## src/b64_pkg.sv

```systemverilog
// ----------------------------------------------------------------------------
// b64_pkg: shared types, codes and the character lookup for the base64 decoder
// Holds the beat structures of both channels, the job passed from the front
// part to the back part, and the sextet lookup used by the front part.
// ----------------------------------------------------------------------------
package b64_pkg;

	// Input beat kinds.
	localparam logic KIND_CHAR = 1'b0;
	localparam logic KIND_END  = 1'b1;

	// Result beat kinds.
	localparam logic OUT_DATA   = 1'b0;
	localparam logic OUT_STATUS = 1'b1;

	// Stream status codes.
	localparam logic [1:0] ST_OK         = 2'd0;
	localparam logic [1:0] ST_INVALID    = 2'd1;
	localparam logic [1:0] ST_INCOMPLETE = 2'd2;

	// Sextet lookup results outside the six-bit range.
	localparam logic [6:0] SX_PAD = 7'd64;
	localparam logic [6:0] SX_BAD = 7'd65;

	// Characters of the alphabet and of the whitespace set.
	localparam logic [7:0] CH_UP_A   = 8'h41;
	localparam logic [7:0] CH_UP_Z   = 8'h5A;
	localparam logic [7:0] CH_LO_A   = 8'h61;
	localparam logic [7:0] CH_LO_Z   = 8'h7A;
	localparam logic [7:0] CH_DIG_0  = 8'h30;
	localparam logic [7:0] CH_DIG_9  = 8'h39;
	localparam logic [7:0] CH_PLUS   = 8'h2B;
	localparam logic [7:0] CH_SLASH  = 8'h2F;
	localparam logic [7:0] CH_EQUALS = 8'h3D;
	localparam logic [7:0] CH_SPACE  = 8'h20;
	localparam logic [7:0] CH_TAB    = 8'h09;
	localparam logic [7:0] CH_CR     = 8'h0D;

	// Sextet values that do not follow from a range offset.
	localparam logic [6:0] SX_LO_BASE  = 7'd26;
	localparam logic [6:0] SX_DIG_BASE = 7'd52;
	localparam logic [6:0] SX_PLUS     = 7'd62;
	localparam logic [6:0] SX_SLASH    = 7'd63;

	// Default depth of the job queue between front and back.
	localparam int QUEUE_DEPTH_DEF = 4;

	typedef struct packed {
		logic       kind;
		logic [7:0] char_in;
	} b64_in_beat_t;

	typedef struct packed {
		logic       out_kind;
		logic [7:0] out_byte;
		logic [1:0] status;
		logic       last;
	} b64_out_beat_t;

	// One job: either a decoded quad of one to three bytes or a stream status.
	typedef struct packed {
		logic            is_status;
		logic [1:0]      st;
		logic [1:0]      last_idx;
		logic [2:0][7:0] data;
	} b64_job_t;

	// Six-bit value of a character, SX_PAD for the pad character, SX_BAD otherwise.
	function automatic logic [6:0] sextet(input logic [7:0] c);
		logic [6:0] v;
		if (c >= CH_UP_A && c <= CH_UP_Z) begin
			v = 7'(c - CH_UP_A);
		end else if (c >= CH_LO_A && c <= CH_LO_Z) begin
			v = 7'(c - CH_LO_A) + SX_LO_BASE;
		end else if (c >= CH_DIG_0 && c <= CH_DIG_9) begin
			v = 7'(c - CH_DIG_0) + SX_DIG_BASE;
		end else if (c == CH_PLUS) begin
			v = SX_PLUS;
		end else if (c == CH_SLASH) begin
			v = SX_SLASH;
		end else if (c == CH_EQUALS) begin
			v = SX_PAD;
		end else begin
			v = SX_BAD;
		end
		return v;
	endfunction

	// Space, or any of tab, line feed, vertical tab, form feed, carriage return.
	function automatic logic is_space(input logic [7:0] c);
		return (c == CH_SPACE) || (c >= CH_TAB && c <= CH_CR);
	endfunction

endpackage

```

## src/base64_stream_decoder.sv

```systemverilog
// ----------------------------------------------------------------------------
// base64_stream_decoder: streaming base64 decoder with end-of-stream status
//
//   channel | direction | payload          | handshake
//   char    | in        | b64_in_beat_t    | char_valid / char_ready
//   res     | out       | b64_out_beat_t   | res_valid / res_ready
//
// One character beat is accepted per cycle while the job queue has room.
// A completed quad or an end of stream becomes one job; the back part sends
// one beat per cycle while res_ready is high, and a quad gives 1 to 3 bytes.
// A job is registered in the queue and then in the back part before output.
// Reset clears the quad count, padding and error state and empties the queue.
// A stalled result side fills the queue after QUEUE_DEPTH plus one jobs.
// ----------------------------------------------------------------------------
module base64_stream_decoder #(
	parameter int QUEUE_DEPTH = b64_pkg::QUEUE_DEPTH_DEF
) (
	input  logic                   clk,
	input  logic                   arst_n,
	input  logic                   char_valid,
	output logic                   char_ready,
	input  b64_pkg::b64_in_beat_t  char_beat,
	output logic                   res_valid,
	input  logic                   res_ready,
	output b64_pkg::b64_out_beat_t res_beat
);

	logic              push;
	logic              pop;
	logic              full;
	logic              empty;
	b64_pkg::b64_job_t job_in;
	b64_pkg::b64_job_t job_out;

	// Front part: classification and quad assembly.
	b64_front u_front (
		.clk        (clk),
		.arst_n     (arst_n),
		.char_valid (char_valid),
		.char_ready (char_ready),
		.char_beat  (char_beat),
		.push       (push),
		.job        (job_in),
		.full       (full)
	);

	// Job queue.
	b64_queue #(
		.DEPTH (QUEUE_DEPTH)
	) u_queue (
		.clk     (clk),
		.arst_n  (arst_n),
		.push    (push),
		.job_in  (job_in),
		.full    (full),
		.pop     (pop),
		.job_out (job_out),
		.empty   (empty)
	);

	// Back part: result beats.
	b64_back u_back (
		.clk       (clk),
		.arst_n    (arst_n),
		.empty     (empty),
		.job       (job_out),
		.pop       (pop),
		.res_valid (res_valid),
		.res_ready (res_ready),
		.res_beat  (res_beat)
	);

endmodule

```

## src/b64_queue.sv

```systemverilog
// ----------------------------------------------------------------------------
// b64_queue: short job queue between the front and back parts
// A small register FIFO; the head entry is visible combinationally.
// ----------------------------------------------------------------------------
module b64_queue #(
	parameter int DEPTH = b64_pkg::QUEUE_DEPTH_DEF
) (
	input  logic               clk,
	input  logic               arst_n,
	input  logic               push,
	input  b64_pkg::b64_job_t  job_in,
	output logic               full,
	input  logic               pop,
	output b64_pkg::b64_job_t  job_out,
	output logic               empty
);

	localparam int PTR_W = $clog2(DEPTH);
	localparam int CNT_W = $clog2(DEPTH + 1);

	b64_pkg::b64_job_t entries_q [DEPTH];
	logic [PTR_W-1:0]  wr_ptr_q;
	logic [PTR_W-1:0]  rd_ptr_q;
	logic [CNT_W-1:0]  count_q;
	logic              do_push;
	logic              do_pop;

	// Push is refused when full; pop is refused when empty.
	assign full    = (count_q == CNT_W'(DEPTH));
	assign empty   = (count_q == '0);
	assign do_push = push && !full;
	assign do_pop  = pop && !empty;
	assign job_out = entries_q[rd_ptr_q];

	// Pointer and occupancy bookkeeping.
	always_ff @(posedge clk or negedge arst_n) begin
		if (!arst_n) begin
			wr_ptr_q <= '0;
			rd_ptr_q <= '0;
			count_q  <= '0;
		end else begin
			if (do_push) begin
				wr_ptr_q <= (wr_ptr_q == PTR_W'(DEPTH - 1)) ? '0 : wr_ptr_q + 1'b1;
			end
			if (do_pop) begin
				rd_ptr_q <= (rd_ptr_q == PTR_W'(DEPTH - 1)) ? '0 : rd_ptr_q + 1'b1;
			end
			if (do_push && !do_pop) begin
				count_q <= count_q + 1'b1;
			end else if (do_pop && !do_push) begin
				count_q <= count_q - 1'b1;
			end
		end
	end

	// Entry storage needs no reset.
	always_ff @(posedge clk) begin
		if (do_push) begin
			entries_q[wr_ptr_q] <= job_in;
		end
	end

endmodule

```

## src/b64_front.sv

```systemverilog
// ----------------------------------------------------------------------------
// b64_front: character classification and quad assembly
// Takes one character beat per cycle while not full, tracks the quad, padding
// and error state, and pushes a job per valid quad and per end of stream.
// ----------------------------------------------------------------------------
module b64_front (
	input  logic                  clk,
	input  logic                  arst_n,
	input  logic                  char_valid,
	output logic                  char_ready,
	input  b64_pkg::b64_in_beat_t char_beat,
	output logic                  push,
	output b64_pkg::b64_job_t     job,
	input  logic                  full
);

	logic [6:0] quad_q [3];
	logic [1:0] count_q;
	logic       pad_seen_q;
	logic [1:0] err_q;

	logic [1:0] count_n;
	logic       pad_seen_n;
	logic [1:0] err_n;
	logic       wr_quad;
	logic       accept;
	logic [6:0] sx;
	logic       sx_pad;
	logic       sx_bad;
	logic [5:0] sa;
	logic [5:0] sb;
	logic [5:0] sc;

	assign char_ready = !full;
	assign accept     = char_valid && char_ready;
	assign sx         = b64_pkg::sextet(char_beat.char_in);
	assign sx_pad     = (sx == b64_pkg::SX_PAD);
	assign sx_bad     = (sx == b64_pkg::SX_BAD);
	assign sa         = quad_q[0][5:0];
	assign sb         = quad_q[1][5:0];
	assign sc         = quad_q[2][5:0];

	// Next state and job generation for the accepted beat.
	always_comb begin
		count_n    = count_q;
		pad_seen_n = pad_seen_q;
		err_n      = err_q;
		wr_quad    = 1'b0;
		push       = 1'b0;
		job        = '0;
		job.data[0] = {sa, sb[5:4]};
		job.data[1] = {sb[3:0], sc[5:2]};
		job.data[2] = {sc[1:0], sx[5:0]};
		if (accept) begin
			if (char_beat.kind == b64_pkg::KIND_END) begin
				job.is_status = 1'b1;
				job.data      = '0;
				if (err_q != b64_pkg::ST_OK) begin
					job.st = err_q;
				end else if (count_q != 2'd0) begin
					job.st = b64_pkg::ST_INCOMPLETE;
				end else begin
					job.st = b64_pkg::ST_OK;
				end
				push       = 1'b1;
				count_n    = '0;
				pad_seen_n = 1'b0;
				err_n      = b64_pkg::ST_OK;
			end else if (!b64_pkg::is_space(char_beat.char_in) &&
			             err_q == b64_pkg::ST_OK) begin
				if (pad_seen_q) begin
					err_n = b64_pkg::ST_INCOMPLETE;
				end else if (sx_bad || (sx_pad && count_q < 2'd2)) begin
					err_n = b64_pkg::ST_INVALID;
				end else if (count_q != 2'd3) begin
					wr_quad = 1'b1;
					count_n = count_q + 1'b1;
				end else begin
					// Fourth character completes the quad.
					count_n = '0;
					if (quad_q[2] == b64_pkg::SX_PAD) begin
						if (!sx_pad) begin
							err_n = b64_pkg::ST_INVALID;
						end else begin
							job.last_idx = 2'd0;
							pad_seen_n   = 1'b1;
							push         = 1'b1;
						end
					end else if (sx_pad) begin
						job.last_idx = 2'd1;
						pad_seen_n   = 1'b1;
						push         = 1'b1;
					end else begin
						job.last_idx = 2'd2;
						push         = 1'b1;
					end
				end
			end
		end
	end

	// Control state.
	always_ff @(posedge clk or negedge arst_n) begin
		if (!arst_n) begin
			count_q    <= '0;
			pad_seen_q <= 1'b0;
			err_q      <= b64_pkg::ST_OK;
		end else begin
			count_q    <= count_n;
			pad_seen_q <= pad_seen_n;
			err_q      <= err_n;
		end
	end

	// Quad character store, held as sextet codes.
	always_ff @(posedge clk) begin
		if (wr_quad) begin
			quad_q[count_q] <= sx;
		end
	end

endmodule

```

## src/b64_back.sv

```systemverilog
// ----------------------------------------------------------------------------
// b64_back: result sequencer
// Takes jobs from the queue and presents their beats from an output register,
// one per cycle while res_ready holds, marking each job's final beat as last.
// ----------------------------------------------------------------------------
module b64_back (
	input  logic                   clk,
	input  logic                   arst_n,
	input  logic                   empty,
	input  b64_pkg::b64_job_t      job,
	output logic                   pop,
	output logic                   res_valid,
	input  logic                   res_ready,
	output b64_pkg::b64_out_beat_t res_beat
);

	b64_pkg::b64_job_t cur_q;
	logic [1:0]        idx_q;
	logic              valid_q;
	logic              at_last;
	logic              load;

	assign at_last   = (idx_q == cur_q.last_idx);
	assign load      = !valid_q || (res_ready && at_last);
	assign pop       = load && !empty;
	assign res_valid = valid_q;

	// Beat formatting from the current job.
	always_comb begin
		res_beat.last = at_last;
		if (cur_q.is_status) begin
			res_beat.out_kind = b64_pkg::OUT_STATUS;
			res_beat.out_byte = '0;
			res_beat.status   = cur_q.st;
		end else begin
			res_beat.out_kind = b64_pkg::OUT_DATA;
			res_beat.out_byte = cur_q.data[idx_q];
			res_beat.status   = b64_pkg::ST_OK;
		end
	end

	// Valid and beat index.
	always_ff @(posedge clk or negedge arst_n) begin
		if (!arst_n) begin
			valid_q <= 1'b0;
			idx_q   <= '0;
		end else if (load) begin
			valid_q <= !empty;
			idx_q   <= '0;
		end else if (res_ready) begin
			idx_q <= idx_q + 1'b1;
		end
	end

	// Current job register.
	always_ff @(posedge clk) begin
		if (pop) begin
			cur_q <= job;
		end
	end

endmodule

```

## config.mk

```make
export PLATFORM = sky130hd
export DESIGN_NAME = base64_stream_decoder
export DESIGN_NICKNAME = d
export VERILOG_FILES = /design/src/b64_pkg.sv /design/src/base64_stream_decoder.sv /design/src/b64_queue.sv /design/src/b64_front.sv /design/src/b64_back.sv
export SDC_FILE = /design/constraint.sdc
export NUM_CORES = 1
export LEC_CHECK = 0
export ABC_AREA = 1
export BUFFER_PORTS_ARGS = -buffer_cell sky130_fd_sc_hd__buf_2
export CAP_MARGIN = 20
export CELL_PAD_IN_SITES_DETAIL_PLACEMENT = 1
export CELL_PAD_IN_SITES_GLOBAL_PLACEMENT = 1
export CORE_ASPECT_RATIO = 0.7
export CORE_MARGIN = 5
export CORE_UTILIZATION = 40
export CTS_CLUSTER_DIAMETER = 120
export DETAILED_ROUTE_END_ITERATION = 10
export GPL_TIMING_DRIVEN = 0
export HOLD_SLACK_MARGIN = 0.12
export PLACE_DENSITY = 0.7
export SLEW_MARGIN = 10
export SYNTH_ARGS = -nofsm -noshare
export SYNTH_HDL_FRONTEND = slang
export SYNTH_HIERARCHICAL = 1
export SYNTH_SLANG_ARGS = --single-unit
```

## constraint.sdc

```tcl
create_clock -name clk -period 6.04 [get_ports clk]
set_input_delay 0.604 -clock clk [delete_from_list [all_inputs] [get_ports clk]]
set_output_delay 0.604 -clock clk [all_outputs]
set_load 0.01 [all_outputs]
```

==> flow_metrics.env <==
export IMPL_timing_rr_start="u_queue/count_q[0]"
export IMPL_critPathKind="reg2reg"
export IMPL_synth_top_area_cell="edfxtp_1"
export IMPL_rsz0062_at_grt="false"
export IMPL_grtUsageMet2_pct=26.8
export IMPL_ys_seq_area_share_pct=61.8
export IMPL_gr_usage_met1_pct=26.4
export IMPL_syn_area_um2=8580
export IMPL_p_leak_nw=4.21
export IMPL_slew_headroom_pct=35.1
export IMPL_core_um2=20900
export IMPL_drive_gt1_share_pct=18.6
export IMPL_maxSlewViolCount=0
export IMPL_period_share_pct=73.5
export IMPL_synth_distinct_cells=33
export IMPL_hp_class="in2async"
export IMPL_hold_viol=0
export IMPL_wire_per_inst_um=18.3
export IMPL_synthArstFlopShare_pct=8.38
export IMPL_rows=44
export IMPL_ctsHoldBuffers=0
export IMPL_peakVddDrop_uv=237
export IMPL_fin_setup_tns_ns=0
export IMPL_synth_top_cells_by_area="edfxtp_1, nand2_1, inv_1, dfrtp_1, o211ai_1"
export IMPL_cts_tree="yes"
export IMPL_grt_start_max_net_pins=25
export IMPL_grt_use_total_pct=17.8
export IMPL_fin_hold_ws_ns=0.147
export IMPL_worst_setup_path_start_kind="flop"
export IMPL_place_inst=1115
export IMPL_ios=27
export IMPL_synthToLayoutAreaGrowth_pct=14.5
export IMPL_worst_pin_slew_ns=0.971
export IMPL_cts_setup_buffers=0
export IMPL_globalRouteMet3Util_pct=3.87
export IMPL_syn_inst=810
export IMPL_layout_nets=890
export IMPL_via_per_inst=4.89
export IMPL_ff2ff_path_depth=18
export IMPL_drt_pass1_iterations=5
export IMPL_postLayoutCellArea_um2=9820
export IMPL_routabilityCongestion=0.827
export IMPL_grt_overflow=0
export IMPL_cts_resized=0
export IMPL_fin_ws_ns=1.60
export IMPL_dp_slack_ns=1.26
export IMPL_dpl_hpwl_um=15500
export IMPL_p_per_area_nw_per_um2=427
export IMPL_fmax_mhz=225
export IMPL_timing_rr_end="u_queue/count_q[2]"
export IMPL_required_ns=6.36
export IMPL_skew_ns=0.0101
export IMPL_end_kind="flop"
export IMPL_vias=5612
export IMPL_status="finished clean"
export IMPL_synth_edff_count=164
export IMPL_clk_insertion_delay_late_ns=0.43
export IMPL_p_total_mw=4.20
export IMPL_drt_initial_drc_count=349
export IMPL_die_width_um=185
export IMPL_drc_errors=0
export IMPL_syn_nets=842
export IMPL_grt_antenna_before_repair=0
export IMPL_finish_utilization_pct=46.9
export IMPL_synth_main_ff_cell="edfxtp_1"
export IMPL_busiest_layer="met2"
export IMPL_cp_arrival_ns=4.76
export IMPL_num_fill_cells=2306
export IMPL_postPlaceCellArea_um2=9210
export IMPL_grt_pass1_wl_um=32800
export IMPL_clk_pin_slew_ns=0.07
export IMPL_reg2reg_slack_ns=1.60
export IMPL_cts_sinks=179
export IMPL_finalNonFillerCells=1147
export IMPL_io_buffers=24
export IMPL_drv_cap=0
export IMPL_fin_crit_ns=4.44
export IMPL_postSynthAreaPerCell_um2=10.6
export IMPL_crit_fanout=12
export IMPL_cts_root_buf="clkbuf_16"
export IMPL_htree_levels=4
export IMPL_setup_viol_count_final=0
export IMPL_synth_top_area_share_pct=57.4
export IMPL_layout_commonest_cell="nand2_1"
export IMPL_dieArea_um2=24500
export IMPL_numCtsBuffers=17
export IMPL_antenna_cells=0
export IMPL_layout_common_cells="nand2_1, edfxtp_1, inv_1"
export IMPL_yosys_warnings=6
export IMPL_die_h_um=133
export IMPL_postRouteAntennaNets=0
export IMPL_wl_um=21000
export IMPL_ctsLongestPathBuffers=2
export IMPL_start_util_pct=41.0
export IMPL_grt_pass1_vias=5751
export IMPL_synth_seq_cells=179
## kinds of logic after synthesis
| group | count (synthesis) | share of synthesized area, % |
|---|---|---|
| AOI/OAI and AO/OA | 92 | 8.39 |
| xor gates and xnor gates | 7 | 0.715 |
| adders and majority gates | 19 | 2.86 |
| buffers and inverters | 178 | 8.83 |
| DFF | 179 | 61.8 |
| and+or+nand+nor | 335 | 17.4 |
## registers in the layout, indices dropped and copies added (netlist names), 2 cells and up
| register | cells |
|---|---|
| u_front/count_q | 2 |
| u_queue/entries_q | 116 |
| u_queue/wr_ptr_q | 2 |
| u_front/err_q | 2 |
| u_queue/rd_ptr_q | 2 |
| u_queue/count_q | 3 |
| u_back/cur_q | 29 |
| u_front/quad_q | 19 |
| u_back/idx_q | 2 |
## power by group
group / internal (mW) / switching [mW]
Combinational: 0.433 / 0.911
Clock: 0.656 / 0.490
Sequential: 1.62 / 0.0875
## area by class of cell
cell class,count,area [um2],share of cell area (%)
flip-flops and latches,179,5300,54.0
multi-input cells,453,2560,26.1
inverters,149,562,5.72
clock buffers,17,425,4.33
well taps,276,345,3.52
repair buffers,29,250,2.55
plain buffers,29,195,1.99
clock inverters,15,178,1.81
## synthesized netlist by cell type, types with 8 or more instances
master and number:
inv_2 12, nor2_1 59, a21oi_1 17, nor2_4 8, nand2_2 13, edfxtp_1 164
o211ai_1 39, o211ai_2 19, nand2_1 196, nand3_1 34, inv_1 136, buf_2 12
dfrtp_1 15, nand3_2 8, ha_1 18, o21ai_1 8
## metal layers
metal	vias up	part of all wire [%]
met1	2729	50
met3	14	4.7
li1	2758	-
met2	111	44
met5	-	0
met4	0	0.77
## worst max-delay path by stage
stage / from / endpoint / slack [ns] / cells after the start
6_report: u_queue/count_q[0] / u_queue/count_q[2] / 1.60 / 18
5_1_grt: u_queue/count_q[0] / u_queue/count_q[2] / 1.29 / 18
4_1_cts: u_queue/count_q[0] / u_queue/count_q[2] / 1.62 / 18
3_5_place_dp: char_beat[2] / u_queue/count_q[2] / 1.26 / 25
3_3_place_gp: char_beat[2] / u_queue/entries_q[1][1] / 0.05 / 18
2_1_floorplan: char_beat[2] / u_queue/entries_q[0][0] / 1.93 / 16
## worst max-delay path, stage by stage (launching register included)
cell and delay, ns:
dfrtp_1 0.42, inv_1 0.08, nand3_1 0.23, inv_1 0.15, inv_1 0.11, nand2_1 0.06, nor2_1 0.73, inv_1 0.33
clkbuf_1 0.31, o21ai_0 0.28, nand2_1 0.43, inv_1 0.24, ha_1 0.19, inv_1 0.07, fa_1 0.38, nand2_1 0.11
nand3_1 0.08, nand2_1 0.07, nand2_1 0.06
Note: power is estimated with default switching activity, not from simulation.
